File: config.mk
export PLATFORM = sky130hd
export DESIGN_NAME = slfq_ctrl
export DESIGN_NICKNAME = d
export VERILOG_FILES = /design/src/hdl/slfq_pkg.sv /design/src/hdl/slfq_ctrl.sv
export SDC_FILE = /design/constraint.sdc
export NUM_CORES = 1
export LEC_CHECK = 0
export BUFFER_PORTS_ARGS = -buffer_cell sky130_fd_sc_hd__buf_2
export CORE_ASPECT_RATIO = 1.25
export CORE_MARGIN = 1.5
export CORE_UTILIZATION = 60
export DETAILED_ROUTE_END_ITERATION = 10
export PLACE_DENSITY = 0.85
export SYNTH_ARGS = -nofsm -noshare
export SYNTH_HDL_FRONTEND = slang
export SYNTH_SLANG_ARGS = --single-unit
File: constraint.sdc
create_clock -name clk -period 6.75 [get_ports clk]
set_clock_uncertainty 0.2 [all_clocks]
set_input_delay 1.35 -clock clk [delete_from_list [all_inputs] [get_ports clk]]
set_output_delay 1.35 -clock clk [all_outputs]
set_load 0.01 [all_outputs]
File: src/hdl/slfq_pkg.sv
// Package for the sync/length deframer with frame queue.
// Holds the sync constants, operation codes, parser phases and step flags.
// No dependencies.
`timescale 1ns / 1ps
`default_nettype none

package slfq_pkg;

  localparam logic [7:0] SYNC_FIRST  = 8'h94;
  localparam logic [7:0] SYNC_SECOND = 8'hC3;

  localparam int LEN_OUT_W = 10;

  typedef enum logic [1:0] {
    FUNC_BYTE    = 2'd0,
    FUNC_READ    = 2'd1,
    FUNC_RELEASE = 2'd2,
    FUNC_CLEAR   = 2'd3
  } func_t;

  typedef enum logic [4:0] {
    PH_SYNC1  = 5'b00001,
    PH_SYNC2  = 5'b00010,
    PH_LEN_HI = 5'b00100,
    PH_LEN_LO = 5'b01000,
    PH_BODY   = 5'b10000
  } phase_t;

  // Per-request status produced by the control stage.
  typedef struct packed {
    logic rd;
    logic last;
    logic empty;
    logic done;
    logic drop;
    logic lerr;
  } step_flags_t;

endpackage

`default_nettype wire

File: src/hdl/slfq_ctrl.sv
// Control stage: sync/length parser, ring head/tail pointers and read position.
// Issues the frame store and length store accesses. Uses slfq_pkg.
`timescale 1ns / 1ps
`default_nettype none

module slfq_ctrl
  import slfq_pkg::*;
#(
  parameter int MAX_PAYLOAD = 512,
  parameter int QUEUE_SLOTS = 8
) (
  input  wire logic                             clk,
  input  wire logic                             rst,
  input  wire logic                             step,
  input  wire logic [1:0]                       func,
  input  wire logic [7:0]                       data_byte,
  input  wire logic [$clog2(MAX_PAYLOAD+1)-1:0] tail_len,
  output      step_flags_t                      flags,
  output      logic                             st_we,
  output      logic [$clog2(QUEUE_SLOTS)-1:0]   st_wslot,
  output      logic [(MAX_PAYLOAD > 1 ? $clog2(MAX_PAYLOAD) : 1)-1:0] st_widx,
  output      logic                             st_re,
  output      logic [$clog2(QUEUE_SLOTS)-1:0]   st_rslot,
  output      logic [(MAX_PAYLOAD > 1 ? $clog2(MAX_PAYLOAD) : 1)-1:0] st_ridx,
  output      logic                             len_we,
  output      logic [$clog2(QUEUE_SLOTS)-1:0]   len_waddr,
  output      logic [$clog2(MAX_PAYLOAD+1)-1:0] len_wdata,
  output      logic [$clog2(QUEUE_SLOTS)-1:0]   tail_next
);

  localparam int SLOT_W = $clog2(QUEUE_SLOTS);
  localparam int POS_W  = $clog2(MAX_PAYLOAD + 1);
  localparam int IDX_W  = (MAX_PAYLOAD > 1) ? $clog2(MAX_PAYLOAD) : 1;

  phase_t            phase, phase_next;
  logic [15:0]       exp_len, exp_len_next;
  logic [POS_W-1:0]  wpos, wpos_next;
  logic [POS_W-1:0]  rpos, rpos_next;
  logic [SLOT_W-1:0] head, head_next;
  logic [SLOT_W-1:0] tail;
  logic [15:0]       len_lo;
  logic [POS_W-1:0]  wpos_inc;
  logic [POS_W-1:0]  rpos_inc;
  logic [SLOT_W-1:0] head_inc;

  function automatic logic [SLOT_W-1:0] next_slot(input logic [SLOT_W-1:0] s);
    return (32'(s) == QUEUE_SLOTS - 1) ? '0 : s + 1'b1;
  endfunction

  assign len_lo   = {exp_len[15:8], data_byte};
  assign wpos_inc = wpos + 1'b1;
  assign rpos_inc = rpos + 1'b1;
  assign head_inc = next_slot(head);

  assign st_wslot  = head;
  assign st_widx   = wpos[IDX_W-1:0];
  assign st_rslot  = tail;
  assign st_ridx   = rpos[IDX_W-1:0];
  assign len_waddr = head;
  assign len_wdata = exp_len[POS_W-1:0];

  always_comb begin
    phase_next   = phase;
    exp_len_next = exp_len;
    wpos_next    = wpos;
    rpos_next    = rpos;
    head_next    = head;
    tail_next    = tail;
    flags        = '0;
    st_we        = 1'b0;
    st_re        = 1'b0;
    len_we       = 1'b0;
    if (step) begin
      unique case (func_t'(func))
        FUNC_BYTE: begin
          unique case (phase)
            PH_SYNC1: begin
              phase_next = (data_byte == SYNC_FIRST) ? PH_SYNC2 : PH_SYNC1;
            end
            PH_SYNC2: begin
              phase_next = (data_byte == SYNC_SECOND) ? PH_LEN_HI : PH_SYNC1;
            end
            PH_LEN_HI: begin
              exp_len_next = {data_byte, 8'h00};
              phase_next   = PH_LEN_LO;
            end
            PH_LEN_LO: begin
              exp_len_next = len_lo;
              if ((len_lo == 16'd0) || (32'(len_lo) > MAX_PAYLOAD)) begin
                flags.lerr = 1'b1;
                phase_next = PH_SYNC1;
              end else begin
                wpos_next  = '0;
                phase_next = PH_BODY;
              end
            end
            PH_BODY: begin
              st_we     = 1'b1;
              wpos_next = wpos_inc;
              if (32'(wpos_inc) >= 32'(exp_len)) begin
                // The ring keeps one slot free for the frame being received.
                if (head_inc == tail) begin
                  tail_next  = next_slot(tail);
                  rpos_next  = '0;
                  flags.drop = 1'b1;
                end
                len_we     = 1'b1;
                head_next  = head_inc;
                flags.done = 1'b1;
                phase_next = PH_SYNC1;
              end
            end
            default: begin
              phase_next = PH_SYNC1;
            end
          endcase
        end
        FUNC_READ: begin
          if (head != tail) begin
            if (32'(rpos) < 32'(tail_len)) begin
              st_re     = 1'b1;
              flags.rd  = 1'b1;
              rpos_next = rpos_inc;
              if (32'(rpos_inc) >= 32'(tail_len)) begin
                flags.last = 1'b1;
                tail_next  = next_slot(tail);
                rpos_next  = '0;
              end
            end else begin
              tail_next = next_slot(tail);
              rpos_next = '0;
            end
          end
        end
        FUNC_RELEASE: begin
          if (head != tail) begin
            tail_next = next_slot(tail);
          end
          rpos_next = '0;
        end
        FUNC_CLEAR: begin
          phase_next   = PH_SYNC1;
          exp_len_next = '0;
          wpos_next    = '0;
          rpos_next    = '0;
          head_next    = '0;
          tail_next    = '0;
        end
      endcase
    end
    flags.empty = (head_next == tail_next);
  end

  always_ff @(posedge clk) begin
    if (rst) begin
      phase   <= PH_SYNC1;
      exp_len <= '0;
      wpos    <= '0;
      rpos    <= '0;
      head    <= '0;
      tail    <= '0;
    end else begin
      phase   <= phase_next;
      exp_len <= exp_len_next;
      wpos    <= wpos_next;
      rpos    <= rpos_next;
      head    <= head_next;
      tail    <= tail_next;
    end
  end

endmodule

`default_nettype wire

======== Word-level counts from Yosys, hierarchy flattened ========
Cells that the tools add are included.
word-level totals
  register bits after elaboration ......... 47
  bits of input ports ..................... 23
  output and inout port bits .............. 49
  logic and storage cells ................. 106
operators by class
  $add $sub $neg .......................... 4
  order comparisons ....................... 4
  eq/ne operators ......................... 25
  muxes and demuxes ....................... 56
  reductions and logical operators ........ 10
operators by type and width
  kind                     number
  $mux W10                 7
  $pmux W16 S2             2
  $mux W3                  16
  $pmux W10 S2             2
  $pmux W10 S3             1
  $pmux W5 S5              1
  $add A10 B1 Y10 const B  2
  $eq A8 B8 Y1 const B     2
  $ge A10 B16 Y1           1
  $gt A16 B10 Y1 const B   1
  $logic_not A16 Y1        1
  $mux W1                  15
  $mux W2                  7
  $pmux W3 S4              1
  $ge A10 B10 Y1           1
  $lt A10 B10 Y1           1
  $mux W5                  2
  $pmux W5 S2              1
  $ne A2 B2 Y1 const B     4
  $reduce_and A4 Y1        2
  $add A3 B1 Y3 const B    2
  $eq A3 B3 Y1             2
  $eq A3 B3 Y1 const B     2
  $ne A3 B1 Y1 const B     2
  other kinds (17)         21

======== Logic depth before layout (Yosys ltp) ========
  depth in word-level cells ............... 9
  mapped depth ............................ 15
  depth with buffers taken out ............ 14

======== Least setup slack after synthesis ========
OpenSTA, ideal clock, no wires.
  path kind ............................... input to output
  start ................................... in tail_len[7]
  end ..................................... out flags[3] (netlist bit)
  data arrival time ....................... 3.460 ns
  required time ........................... 5.200 ns
  path slack .............................. 1.740 ns
  stages .................................. 11
  buffers on the path ..................... 1
  cell sequence ........................... inv_1 ha_1 a211oi_2 nor2_1 or3b_4 or3_1 buf_6 a221oi_2 a221o_2 xnor2_1 nor3_2
RTL lines
  what         line             RTL
  from (decl)  slfq_ctrl.sv:17  input wire logic [$clog2(MAX_PAYLOAD+1)-1:0] tail_len,
  to (decl)    slfq_ctrl.sv:18  output step_flags_t flags,

==> impl.org <==
** Synth
- Share of Yosys cell area claimed by the top area cell type :: 24.9%
- Mean instance size in the synthesized netlist :: 7.83 sq um
- Number of warning messages in the yosys log :: 0
- Post-synth EDFFs :: 0
- Summing every instance area after synthesis gives 3780 sq um.
- Most area-hungry cell type in the Yosys netlist :: sky130_fd_sc_hd__dfxtp_1
- Synth Flop Type :: sky130_fd_sc_hd__dfxtp_1
- After synthesis the netlist holds a flip-flop and latch count of 47.
- Counting every instance in the synthesized netlist gives 483.
- The synthesized netlist contains 57 unique library cells.
- The share of the Yosys chip area taken by registers is 24.9%.
- Leading post-synthesis cells by cell area :: sky130_fd_sc_hd__dfxtp_1 25%, sky130_fd_sc_hd__ha_1 14%, sky130_fd_sc_hd__buf_4 6.6%, sky130_fd_sc_hd__a21oi_1 6.0%, sky130_fd_sc_hd__nor2_1 4.4%
- Counting flops with an async set or reset pin after synthesis yields a share of 0%.
- Mapped Nets :: 547

** Setup path
- Largest fanout on the critical path :: 10
- The worst setup path is launched from a register.
- RR Startpoint :: wpos[0]$_SDFFE_PP0P_
- Nature of the critical path endpoint :: output port
- By instance count, the cell type seen most on the critical path is sky130_fd_sc_hd__and3_1.
- Crit Path Category :: register to output port
- Crit path required time :: 5.20 ns
- The slowest stage of the critical path belongs to the cell sky130_fd_sc_hd__dfxtp_1.
- On the worst path, the slowest cell contributes a delay of 0.45 ns.
- In this run the critical register-to-register path is captured at rpos[5]$_SDFFE_PP0P_.
- STA puts the critical path data arrival time at 4.05 ns.
- Setup slack on the worst reg-to-reg path comes out at 2.52 ns.
- Measured in cells, the most critical reg-to-reg path has a length of 14.
- Walking the worst path, the cells encountered are and3_1 > and3_1 > and3_1 > nand3_1 > xnor2_1 > ha_1 > and4_1 > nand2_1 > o211ai_1 > or3_1 > a221oi_2 > a221o_2 > xnor2_1 > nor3_2 > buf_2.

** Outcome
- The run finished with clean final reports.

** Worst hold path
- Hold/Removal Path Class :: register to register
- Worst hold path stage count :: 2
- WHS Endpoint :: exp_len[13]$_SDFFE_PP0P_
- Critical hold path startpoint :: exp_len[13]$_SDFFE_PP0P_

** STA
- Adding up every negative setup slack in the final design gives 0 ns.
- Clock period minus final worst setup slack :: 5.60 ns
- Timing would allow up to 179 MHz.
- Headroom to the max-slew limit came out at 40.8%.
- Setup violations remaining at the end of the flow were counted as 0.
- The max-slew violation count was 0.
- Fin crit share :: 83.0%
- Setup repair after global routing left no endpoint under its margin.
- Slew at the pin closest to its max-slew limit :: 0.885 ns
- Hold violation count in the final report :: 0
- Post-route worst hold slack :: 0.258 ns

** Cells and area
- The number of antenna diodes in the final layout is 0.
- Layout cell share with drive strength beyond 1 :: 18.1%
- The library cell used most frequently in the layout, excluding fill and tap cells, is sky130_fd_sc_hd__buf_2.
- Compared with the post-synthesis result, the final layout area differs by 5.99%.
- Final layout net count :: 576
- In the layout the commonest cells are 71 x sky130_fd_sc_hd__buf_2, 47 x sky130_fd_sc_hd__dfxtp_1, 45 x sky130_fd_sc_hd__a21oi_1.
- Once layout is complete, the utilization of the core stands at 65.4%.

** Drt
- The first TritonRoute pass finished after 4 iterations.
- Summing over every cut layer, the via total after detailed routing is 3470.
- The final layout contains routed wiring with a total length of 8.74 mm.
- After detailed routing, the number of remaining DRC violations is 0.
- Average wire per cell in the routed design :: 14.6 microns
- The first routing iteration left 174 violations.
- Vias per inst :: 5.80
- Routed Antenna Nets :: 0

** GRT
- For this run, the total global-route usage over all layers was measured as 26.2%.
- Largest net degree at the start of global routing :: 48
- The via count of the first global-routing pass is 3220.
- The total overflow left after global routing is 0.
- Wire length of the first global-routing pass :: 14.5 mm
- Initial antenna violation count :: 0

** Floorplan
- Row generation in the floorplan step produced 32 rows.
- The floorplan step defined a die boundary enclosing 6790 sq um.
- Count of boundary I/O pins :: 72
- For this configuration, the core starts out at a cell density of 61.7%.
- The total area inside the core boundary comes to 6130 sq um.
- Chip height :: 91.8 microns
- Die Width :: 74.0 microns

** Clock network
- Cells resized by post-CTS repair :: 0
- Post-CTS setup repair buffer count :: 0
- Clock transition time at the flip-flop clock pins of the worst setup and hold paths :: 0.08 ns
- For this design, the CTS-stage hold fixing added 0 buffers.
- Clock latency at the later pin of the worst-skew pair :: 0.30 ns
- The H-tree generated during clock tree synthesis spans 2 levels.
- Num Clock Sinks :: 47
- Max clock buf depth :: 2
- In this run the clock root is driven by a sky130_fd_sc_hd__clkbuf_8.
- In this run, CTS created clock tree buffers numbering 5.
- TritonCTS built the clock tree.

** Pwr
- Across the VDD grid, the largest voltage drop is 0.163 mV.
- Leakage dissipation :: 0.00184 uW
- Power per unit of standard cell area :: 135 nW/um^2

** Placed design
- Routability-driven placement finished with a final weighted congestion of 0.882.
- Quantity of I/O buffers inserted on ports :: 71
- Sum of net half-perimeters after detailed placement :: 6.81 mm

** Flow run
- Across the run, the number of max-cap violations was 0.
[cell type report]
class                   count  area (sq um)
multi-input cells         357          2410
clock inverters             1          5.00
fillers                   564          2120
inverters                  30           113
clock buffers               7          76.3
well taps                  85           106
repair buffers             71           355
flip-flops and latches     47           941
[cells by family after synthesis]
| group | after synthesis | synth area share (%) |
|---|---|---|
| DFF | 47 | 24.9 |
| adders and majority gates | 41 | 13.6 |
| muxes | 4 | 1.06 |
| buffers and inverters | 79 | 11.4 |
| and+or+nand+nor | 185 | 26.0 |
| AOI/OAI and AO/OA | 101 | 17.1 |
| xor gates and xnor gates | 26 | 6.02 |
[per-layer routing]
metal / wire, microns / vias to the layer above / GRT usage (%)
li1: - / 1734 / -
met1: 3680 / 1617 / 32.5
met2: 4500 / 100 / 46.2
met3: 374 / 19 / 3.19
met4: 179 / 0 / 7.72
met5: 0 / - / 0
[how the worst max path moves through the flow]
stage | from | endpoint | slack [ns] | cells after the start
3_5_place_dp | tail_len[3] | flags[3] | 1.40 | 12
4_1_cts | rpos[2]$_SDFFE_PP0P_ | flags[3] | 1.15 | 15
6_report | rpos[2]$_SDFFE_PP0P_ | flags[3] | 1.15 | 15
2_1_floorplan | tail_len[7] | flags[3] | 1.74 | 11
5_1_grt | rpos[2]$_SDFFE_PP0P_ | flags[3] | 0.76 | 15
3_3_place_gp | tail_len[7] | flags[3] | 1.50 | 12
[sequential cells by signal, summed over array words and instances, names as in the netlist]
register   flops
phase          5
st_rslot       3
rpos          10
wpos          10
len_waddr      3
exp_len       16
[critical path, delay by kind of cell, from the launching register on]
kind	cells	cell delay [ns]
flip-flops	1	0.45
buffers and inverters	1	0.15
AO/OA/AOI/OAI	3	0.82
adder cells (fa/ha/maj)	1	0.32
AND/OR/NAND/NOR	8	1.70
XOR/XNOR	2	0.31
[where the power goes]
part	switching [uW]	internal [uW]	total, uW
clock network	92.7	72.9	166
registers	4.37	281	285
logic	58.0	31.9	90.0
[cells in the mapped netlist (10+ instances only)]
| master | count |
|---|---|
| sky130_fd_sc_hd__clkbuf_1 | 14 |
| sky130_fd_sc_hd__inv_1 | 30 |
| sky130_fd_sc_hd__ha_1 | 41 |
| sky130_fd_sc_hd__xor2_1 | 10 |
| sky130_fd_sc_hd__nand2_1 | 36 |
| sky130_fd_sc_hd__nor2_1 | 44 |
| sky130_fd_sc_hd__nand3_1 | 29 |
| sky130_fd_sc_hd__xnor2_1 | 16 |
| sky130_fd_sc_hd__nand3b_1 | 13 |
| sky130_fd_sc_hd__o21ai_0 | 19 |
| sky130_fd_sc_hd__a21oi_1 | 45 |
| sky130_fd_sc_hd__dfxtp_1 | 47 |
| sky130_fd_sc_hd__buf_4 | 33 |
[metrics by stage]
step	setup slack (ns)	total power, uW	area [sq um]	std cells
6_report	1.15	541	4010	598
5_1_grt	0.762	566	4010	598
4_1_cts	1.15	543	4010	598
3_5_place_dp	1.40	380	3930	590
3_3_place_gp	1.50	377	3930	590
2_1_floorplan	1.74	354	3780	483
Power figures use the tool's default switching activity.
