[config.mk]
export PLATFORM = sky130hd
export DESIGN_NAME = slfq_len_store
export DESIGN_NICKNAME = d
export VERILOG_FILES = /design/src/hdl/slfq_pkg.sv /design/src/hdl/slfq_len_store.sv
export SDC_FILE = /design/constraint.sdc
export NUM_CORES = 1
export LEC_CHECK = 0
export BUFFER_PORTS_ARGS = -buffer_cell sky130_fd_sc_hd__buf_2
export CORE_UTILIZATION = 58
export CTS_CLUSTER_SIZE = 24
export DETAILED_ROUTE_END_ITERATION = 10
export PLACE_DENSITY = 0.78
export SYNTH_ARGS = -nofsm -noshare
export SYNTH_HDL_FRONTEND = slang
export SYNTH_SLANG_ARGS = --single-unit
[constraint.sdc]
create_clock -name clk -period 1.94 [get_ports clk]
set_input_delay 0.388 -clock clk [delete_from_list [all_inputs] [get_ports clk]]
set_output_delay 0.388 -clock clk [all_outputs]
set_load 0.01 [all_outputs]
[src/hdl/slfq_pkg.sv]
// Package for the sync/length deframer with frame queue.
// Holds the sync constants, operation codes, parser phases and step flags.
// No dependencies.
`timescale 1ns / 1ps
`default_nettype none

package slfq_pkg;

  localparam logic [7:0] SYNC_FIRST  = 8'h94;
  localparam logic [7:0] SYNC_SECOND = 8'hC3;

  localparam int LEN_OUT_W = 10;

  typedef enum logic [1:0] {
    FUNC_BYTE    = 2'd0,
    FUNC_READ    = 2'd1,
    FUNC_RELEASE = 2'd2,
    FUNC_CLEAR   = 2'd3
  } func_t;

  typedef enum logic [4:0] {
    PH_SYNC1  = 5'b00001,
    PH_SYNC2  = 5'b00010,
    PH_LEN_HI = 5'b00100,
    PH_LEN_LO = 5'b01000,
    PH_BODY   = 5'b10000
  } phase_t;

  // Per-request status produced by the control stage.
  typedef struct packed {
    logic rd;
    logic last;
    logic empty;
    logic done;
    logic drop;
    logic lerr;
  } step_flags_t;

endpackage

`default_nettype wire

[src/hdl/slfq_len_store.sv]
// Frame length memory, one entry per queue slot, registered read.
// A write to the entry being read is forwarded to the read data. Uses slfq_pkg.
`timescale 1ns / 1ps
`default_nettype none

module slfq_len_store
  import slfq_pkg::*;
#(
  parameter int MAX_PAYLOAD = 512,
  parameter int QUEUE_SLOTS = 8
) (
  input  wire logic                               clk,
  input  wire logic                               we,
  input  wire logic [$clog2(QUEUE_SLOTS)-1:0]     waddr,
  input  wire logic [$clog2(MAX_PAYLOAD+1)-1:0]   wdata,
  input  wire logic [$clog2(QUEUE_SLOTS)-1:0]     raddr,
  output      logic [$clog2(MAX_PAYLOAD+1)-1:0]   rdata
);

  logic [$clog2(MAX_PAYLOAD+1)-1:0] mem [QUEUE_SLOTS];

  always_ff @(posedge clk) begin
    if (we) begin
      mem[waddr] <= wdata;
    end
    if (we && (waddr == raddr)) begin
      rdata <= wdata;
    end else begin
      rdata <= mem[raddr];
    end
  end

endmodule

`default_nettype wire

# --- Word level (Yosys, flattened, before mapping) ---
# Memories as Yosys holds them, arrays and structs flattened. A register that Yosys moved wholly into a read port is not among the register bits.
# Cells that the tools add are included.
totals:
  ram_bits: 80
  mem_count: 1
  register_bits: 0
  output_inout_bits: 10
  inputBits: 18
mem_list:
  columns: ["memory", "words", "width", "read_ports", "rd_clocked_by_memory_dff", "wr", "line_no", "rtl"]
  rows:
  - ["mem", 8, 10, 1, 1, 1, "slfq_len_store.sv:20", "logic [$clog2(MAX_PAYLOAD+1)-1:0] mem [QUEUE_SLOTS];"]
op_classes:
  mux: 2
ops:
  columns: ["operator", "n"]
  rows:
  - ["two-way mux 1 bit", 2]

# --- Logic depth before layout (Yosys ltp) ---
# Gate-level depths: netlist of run 1.
depth:
  word_depth: 2
  depth_mapped: 3
  ltp_nobuf: 2

# --- Worst setup path before layout of run 1 ---
# OpenSTA, ideal clock, no wires.
synth_path:
  path_kind: "reg2out"
  start: "reg with a tool-made name"
  end: "out rdata[0]"
  path_stages_with_launch: 4
  n_path_buf: 1
  arrival_time_ns: 1.316
  setup_slack_ns: 0.236
  cell_sequence: "dfxtp_1 buf_6 mux4_1 mux2_2"
synth_rtl:
  columns: ["item", "line_no", "rtl"]
  rows:
  - ["end, declared", "slfq_len_store.sv:17", "output logic [$clog2(MAX_PAYLOAD+1)-1:0] rdata"]

==> impl_metrics.toml, run 1 <==
[logic_synthesis]
synthXorXnorAreaFrac_pct = 0
synth_fa_ha_area_share_pct = 0
yosys.area.top_type = "edfxtp_1"
synth_top_family_by_area = "multiplexers"
synth_most_common_cell = "edfxtp_1"
synthCells = 131
ys.flop_type = "edfxtp_1"
synth_edf_count = 80
ys_ff_latch = 83
synth_top_area_share_pct = 75.2
async_reset_ff_share_pct = 0
yosysWarningCount = 0
ys_top_cells_by_count = "edfxtp_1 (80), mux4_1 (20), mux2_2 (10)"
seq_area_frac_synth_pct = 77.1
synth_area_sq_um = 3190
muxShareOfSynthArea_pct = 20.0
synthTopCellsByArea = "edfxtp_1 (75%), mux4_1 (16%), mux2_2 (3.5%)"
syn_avg_cell_area_sq_um = 24.4
synth_simple_gate_area_share_pct = 1.84
synth_cell_types = 11
synth_nets = 149
synth-compound-area-share_pct = 0

[critical_path]
crit_arrival_ns = 1.84
cp_slowest_cell = "mux4_1"
worstPathRequired_ns = 1.55
cp_num_buf_inv = 2
worst-path-stages = 4
critPathLaunchType = "register"
critical_path_class = "register to output port"
critPathTopFamily = "multiplexers"
critical_path.endpoint = "rdata[0]"
crit_chain = "buf_12, mux4_1, mux2_2, buf_2"
critPathMaxFanout = 10
cp-end-kind = "output port"
slowest_delay_ns = 0.56

[place]
io_buffers = 27
pre_cts_ws_ns = -0.0158
place_area_sq_um = 3500
dpl.hpwl_um = 3140
gp_congestion = 0.692

[hold_path]
min_path_type = "primary input to register"
hold_start = "raddr[2]"
hold-path-cell-count = 1

[cells_and_area]
fillers = 321
nets = 196
largest_register = "mem"
final_layout_size_suffix_gt1_share_pct = 41.0
n_antenna_cell = 0
largest_reg_flops = 80
final_core_util_pct = 72.1
syn2layout_area_growth_pct = 17.6
top_regs = "mem (80)"
design_area_sq_um = 3750

[timing]
slew_headroom_pct = 87.7
finalCritPeriodShare_pct = 115
finalMaxSlewViolations = 0
finalHoldViolCount = 0
finalSetupViolations = 10
fin_crit_ns = 2.23
setup_ws_ns = -0.292
rsz0062_at_grt = "true"
worst_pin_slew_ns = 0.184
hold_slack_ns = 0.152
fmax_mhz = 448
setup_tns_ns = -2.57

[die]
placementRows = 26
ioPinCount = 28
die_area_sq_um = 5810
start_util_pct = 61.3
fp.dieW_um = 76.2
fp.dieH_um = 76.2
core_sq_um = 5200

[clocking]
cts_tree = "done"
post_cts_buffers = 0
cts-root-buf = "clkbuf_8"
cts_max_level = 3
path_clk_slew_ns = 0.08
ctsLongestPathBuffers = 2
cts_buffers = 9
ctsHoldBuffers = 0
cts_sinks = 83

[global_route]
grt_pass1_vias = 1488
antenna_found_initial = 0
grt_max_degree = 21
grt-ovfl-total = 0
grt_pass1_wl_um = 7820
grt_usage_pct = 19.5

[drt]
dr_total_vias = 1427
wl_per_cell_um = 20.7
drt_iter0_drc = 92
via_per_inst = 5.64
route.detailed.drc = 0
ant_nets = 0
first_pass_iters = 4
wirelength_um = 5230

[power_and_ir_drop]
seq_power_share_pct = 56.8
p_leak_nw = 1.32
p_sw_mw = 0.680
ir_drop_mv = 0.577
sw_frac_of_total_pct = 18.9
cellPowerDensity_nw_per_um2 = 956
p_clk_share_pct = 36.5
internal_power_mw = 2.91
p_comb_share_pct = 6.7

[status]
violations = "negative setup slack"
outcome = "finished with violations"

[run]
maxCapViolations = 0
[per-layer routing]
metal | wire (um) | track usage (%) | vias to the layer above
met3 | 293 | 5.15 | 7
li1 | - | - | 652
met2 | 2570 | 31.5 | 43
met5 | 0 | 0 | -
met4 | 58 | 6.92 | 0
met1 | 2310 | 26.1 | 725
[cell type report]
cell class	instances	area (sq um)	area share [%]
well taps	70	87.6	2.33
flip-flops and latches	83	2470	65.7
clock inverters	5	77.6	2.07
clock buffers	11	141	3.77
repair buffers	41	304	8.10
multi-input cells	43	678	18.1
[logic make-up after synthesis]
family                 Yosys count
DFF                             83
muxes                           30
and+or+nand+nor                 13
buffers and inverters            5
[placed cells by master (no fill, tap or decap)]
cell / count
nand2b_1: 3
mux2_4: 3
mux4_1: 12
mux4_2: 8
clkbuf_8: 10
buf_12: 2
buf_2: 24
bufinv_16: 2
buf_16: 1
dfxtp_1: 2
clkbuf_1: 1
mux2_2: 7
dfxtp_4: 1
buf_6: 3
buf_4: 11
nand2_1: 2
nor2_1: 6
nor3_1: 2
clkinvlp_4: 1
clkinv_2: 2
edfxtp_1: 80
[worst min-delay path by stage]
stage	to	slack, ns
after detailed placement	register	0.50
after global routing	register	0.14
after CTS	register	0.14
after global placement	register	0.49
final	register	0.15
after floorplan	register	0.42
[metrics by stage]
stage,instances,total power [mW]
CTS,253,3.61
finish,253,3.59
global placement,236,2.28
detailed placement,236,2.30
floorplan,131,2.20
global route,253,3.70
[repair_timing]
item,CTS,global route
endpoints found under the setup margin,10,10
gates cloned,1,0
resized for setup,9,8
[power groups by stage]
stage	Sequential, mW	Combinational [mW]	Clock, mW
6_report	2.04	0.242	1.31
2_1_floorplan	2.07	0.125	0
3_3_place_gp	2.07	0.212	0
5_1_grt	2.04	0.260	1.40
3_5_place_dp	2.08	0.221	0
4_1_cts	2.04	0.236	1.33
Power figures use the tool's default switching activity.
==> run 2: changes to the inputs <==
Settings changed: PLACE_DENSITY 0.78 to 0.81.
==> run 2 against run 1 <==
Non-clock buffer count up 3. Worst setup slack worse by 0.039 ns. Power down 3.0%. First-iteration DRC count up 89%. Critical path depth up 1. Clock-buffer cell count down 1. Clock power down 13%. Routed wire length up 9.0%. Hold slack worse by 0.0064 ns. Die area unchanged. Flip-flop and latch count unchanged. The run still ends with negative setup slack left.
==> impl_metrics.toml, run 2 (same netlist as run 1, synthesis figures left out) <==
[place]
dpl.hpwl_um = 3170
gp_congestion = 0.677
pre_cts_ws_ns = 0.0324
io_buffers = 27
dp_cells = 236

[power_and_ir_drop]
internal_power_mw = 2.78
sw_frac_of_total_pct = 20.2
ir_drop_mv = 0.635
p_clk_share_pct = 32.9
cellPowerDensity_nw_per_um2 = 917
p_comb_share_pct = 8.5
p_leak_nw = 1.32
power_mw = 3.48
seq_power_share_pct = 58.6
p_sw_mw = 0.703

[timing]
slew_headroom_pct = 84.9
finalCritPeriodShare_pct = 117
fmax_mhz = 440
setup_ws_ns = -0.330
rsz0062_at_grt = "true"
worst_pin_slew_ns = 0.227
finalSetupViolations = 10
finalHoldViolCount = 0
finalMaxSlewViolations = 0
fin_crit_ns = 2.27

[global_route]
grt_pass1_vias = 1522
met2_usage_pct = 33.7
antenna_found_initial = 0
grt-busiest-layer = "met2"
grt-ovfl-total = 0
grt_pass1_wl_um = 9030
grt_usage_pct = 22.9
use_met1_pct = 32.1
grt_max_degree = 21
use_met3_pct = 6.35

[cells_and_area]
syn2layout_area_growth_pct = 18.8
layout_common_cells = "edfxtp_1 (80), mux4_2 (20), buf_2 (17), buf_6 (12), buf_4 (11)"
top_regs = "mem (80)"
fin_cells = 256
n_antenna_cell = 0
fillers = 320
final_layout_size_suffix_gt1_share_pct = 47.8
largest_reg_flops = 80
final_common_cell = "edfxtp_1"
largest_register = "mem"
final_core_util_pct = 72.9
nets = 199

[critical_path]
critPathMaxFanout = 5
cp_num_buf_inv = 3
critical_path_class = "register to output port"
slowest_delay_ns = 0.48
worstPathRequired_ns = 1.55
crit_arrival_ns = 1.88
crit_chain = "buf_12, buf_16, mux4_2, mux2_4, buf_6"
critPathLaunchType = "register"
critPathTopFamily = "multiplexers"
cp_slowest_cell = "mux4_2"
cp-end-kind = "output port"

[die]
fp.dieW_um = 76.2
ioPinCount = 28
start_util_pct = 61.3
core_sq_um = 5200
fp.dieH_um = 76.2
die_area_sq_um = 5810
placementRows = 26

[clocking]
ctsLongestPathBuffers = 2
cts_max_level = 3
cts_buffers = 9
ctsHoldBuffers = 0
cts_tree = "done"
cts_sinks = 83
path_clk_slew_ns = 0.08
cts-root-buf = "clkbuf_8"

[run]
maxCapViolations = 0

[drt]
ant_nets = 0
wl_per_cell_um = 22.3
wirelength_um = 5710
drt_iter0_drc = 174
first_pass_iters = 4
dr_total_vias = 1484
route.detailed.drc = 0
via_per_inst = 5.80

[status]
violations = "negative setup slack"
outcome = "finished with violations"

[hold_path]
min_path_type = "primary input to register"
run 2: cell types whose count changed in the layout (fill, tap and decap cells not counted), sizes merged:
cell    before  now
buf         41   44
bufinv       2    1
clkbuf      11   10
clkinv       2    4
run 2: area by class of cell:
class | count | area [sq um] | share of cell area, %
flip-flops and latches | 83 | 2470 | 65.0
clock buffers | 10 | 128 | 3.36
repair buffers | 44 | 398 | 10.5
multi-input cells | 43 | 659 | 17.4
clock inverters | 6 | 56.3 | 1.48
well taps | 70 | 87.6 | 2.31
run 2: final timing paths:
path      from       end  cells past startpoint
max   register  rdata[5]                      5
min   raddr[0]  register                      1
run 2: timing repair:
| action | CTS | global route |
|---|---|---|
| cloned | 3 | 0 |
| gates resized for setup | 43 | 5 |
| buffers inserted | 3 | 0 |
| endpoints found under the setup margin | 10 | 10 |
run 2: stage by stage:
| step | setup TNS (ns) | area (sq um) | hold WS, ns |
|---|---|---|---|
| floorplan | 0 | 3190 | 0.416 |
| global placement | 0 | 3500 | 0.494 |
| detailed placement | 0 | 3500 | 0.494 |
| CTS | -3.27 | 3820 | 0.129 |
| global route | -3.69 | 3790 | 0.118 |
| finish | -2.97 | 3790 | 0.146 |
run 2: power by group through the flow:
stage          Sequential (mW)  Clock, mW  Combinational (mW)
6_report                  2.04       1.14               0.295
5_1_grt                   2.04       1.24               0.317
4_1_cts                   2.04       1.16               0.301
3_5_place_dp              2.08          0               0.220
3_3_place_gp              2.07          0               0.211
2_1_floorplan             2.07          0               0.125
run 2: per-layer routing:
metal  wire [um]  vias to the layer above
met5           0                        -
met3         411                        7
li1            -                      651
met1        2410                      759
met2        2800                       67
met4          82                        0
==> run 3: changes to the inputs <==
Settings changed: CELL_PAD_IN_SITES_DETAIL_PLACEMENT set to 1, CELL_PAD_IN_SITES_GLOBAL_PLACEMENT set to 1, CORE_UTILIZATION 58 to 52.
==> run 3 against run 2 <==
Sequential share of layout area shrank 0.30 points. Clock-buffer cell count grew 1. Sequential power is essentially flat. The run still ends with negative setup slack left. Critical endpoint is now rdata[0].
==> impl_metrics.toml, run 3 (same netlist as run 1, synthesis figures left out) <==
[drt]
dr_total_vias = 1490
via_per_inst = 5.75
drt_iter0_drc = 140
first_pass_iters = 4
wl_per_cell_um = 25.2
wirelength_um = 6530
route.detailed.drc = 0
ant_nets = 0

[place]
dpl.hpwl_um = 3520
pre_cts_ws_ns = -0.00216
io_buffers = 27
gp_congestion = 0.654

[power_and_ir_drop]
power_mw = 3.64
cellPowerDensity_nw_per_um2 = 956
p_leak_nw = 1.31
ir_drop_mv = 0.557

[timing]
worst_pin_slew_ns = 0.234
finalSetupViolations = 10
hold_slack_ns = 0.157
setup_ws_ns = -0.306
fin_crit_ns = 2.25
fmax_mhz = 445
finalHoldViolCount = 0
slew_headroom_pct = 84.4
finalCritPeriodShare_pct = 116
finalMaxSlewViolations = 0
rsz0062_at_grt = "true"

[global_route]
met2_usage_pct = 39.2
grt_usage_pct = 22.9
grt_max_degree = 21
grt_pass1_vias = 1644
grt-busiest-layer = "met2"
antenna_found_initial = 0
grt-ovfl-total = 0
grt_pass1_wl_um = 9720
use_met3_pct = 4.55
use_met1_pct = 29.1

[clocking]
path_clk_slew_ns = 0.08
cts-root-buf = "clkbuf_8"
ctsLongestPathBuffers = 2
ctsHoldBuffers = 0
cts_tree = "done"
cts_sinks = 83
cts_max_level = 3
cts_buffers = 9

[critical_path]
cp_num_buf_inv = 3
slowest_delay_ns = 0.49
critPathMaxFanout = 5
critPathLaunchType = "register"
worstPathRequired_ns = 1.55
crit_arrival_ns = 1.86
critical_path_class = "register to output port"
cp-end-kind = "output port"
crit_chain = "buf_12, buf_16, mux4_2, mux2_4, buf_6"
cp_slowest_cell = "mux4_2"
critPathTopFamily = "multiplexers"

[status]
violations = "negative setup slack"
outcome = "finished with violations"

[die]
fp.dieH_um = 80.4
fp.dieW_um = 80.4
start_util_pct = 53.9
die_area_sq_um = 6460
core_sq_um = 5920
placementRows = 28
ioPinCount = 28

[cells_and_area]
n_antenna_cell = 0
syn2layout_area_growth_pct = 19.4
largest_reg_flops = 80
nets = 197
layout_common_cells = "edfxtp_1 (80), mux4_2 (20), buf_2 (17), buf_6 (12), mux2_4 (10)"
top_regs = "mem (80)"
fillers = 497
final_layout_size_suffix_gt1_share_pct = 46.7
final_common_cell = "edfxtp_1"
largest_register = "mem"

[run]
maxCapViolations = 0

[hold_path]
min_path_type = "primary input to register"
==> run 3: cell count changes in the layout (fill, tap and decap cells not counted) <==
cell	before	now
clkbuf_1	1	2
buf_4	11	9
clkinvlp_4	1	2
bufinv_16	1	2
clkinv_2	3	0
==> run 3: area by class of cell <==
class	instances	area, sq um	area share (%)
clock buffers	11	131	3.45
clock inverters	5	78.8	2.07
flip-flops and latches	83	2470	64.7
repair buffers	42	383	10.0
multi-input cells	43	659	17.3
well taps	75	93.8	2.46
==> run 3: metal layers <==
metal	vias up	share of wire, %
li1	643	-
met1	788	41
met2	55	55
met3	4	4.1
met4	0	0.29
met5	-	0
==> run 3: final timing paths <==
path                  from        to  depth (start not counted)
setup / recovery  register  rdata[0]                          5
hold / removal    raddr[0]  register                          1
==> run 3: stage by stage <==
stage,area (sq um),utilization [%],setup TNS (ns),instances
final,3810,64.4,-2.72,259
after global routing,3810,64.4,-3.35,259
after CTS,3860,65.1,-3.18,261
after detailed placement,3500,59.0,-0.00216,239
after global placement,3500,59.0,0,239
after floorplan,3190,-,0,131
==> run 3: power breakdown <==
part | total, mW | switching (mW) | internal (mW)
combinational | 0.299 | 0.130 | 0.169
clock | 1.30 | 0.580 | 0.722
sequential | 2.04 | 0.0212 | 2.02
total | 3.64 | 0.731 | 2.91
==> run 3: what timing repair did <==
item,in CTS,in global routing
gates cloned,3,0
setup endpoints to repair,10,10
setup buffers,3,0
gates resized for setup,46,1
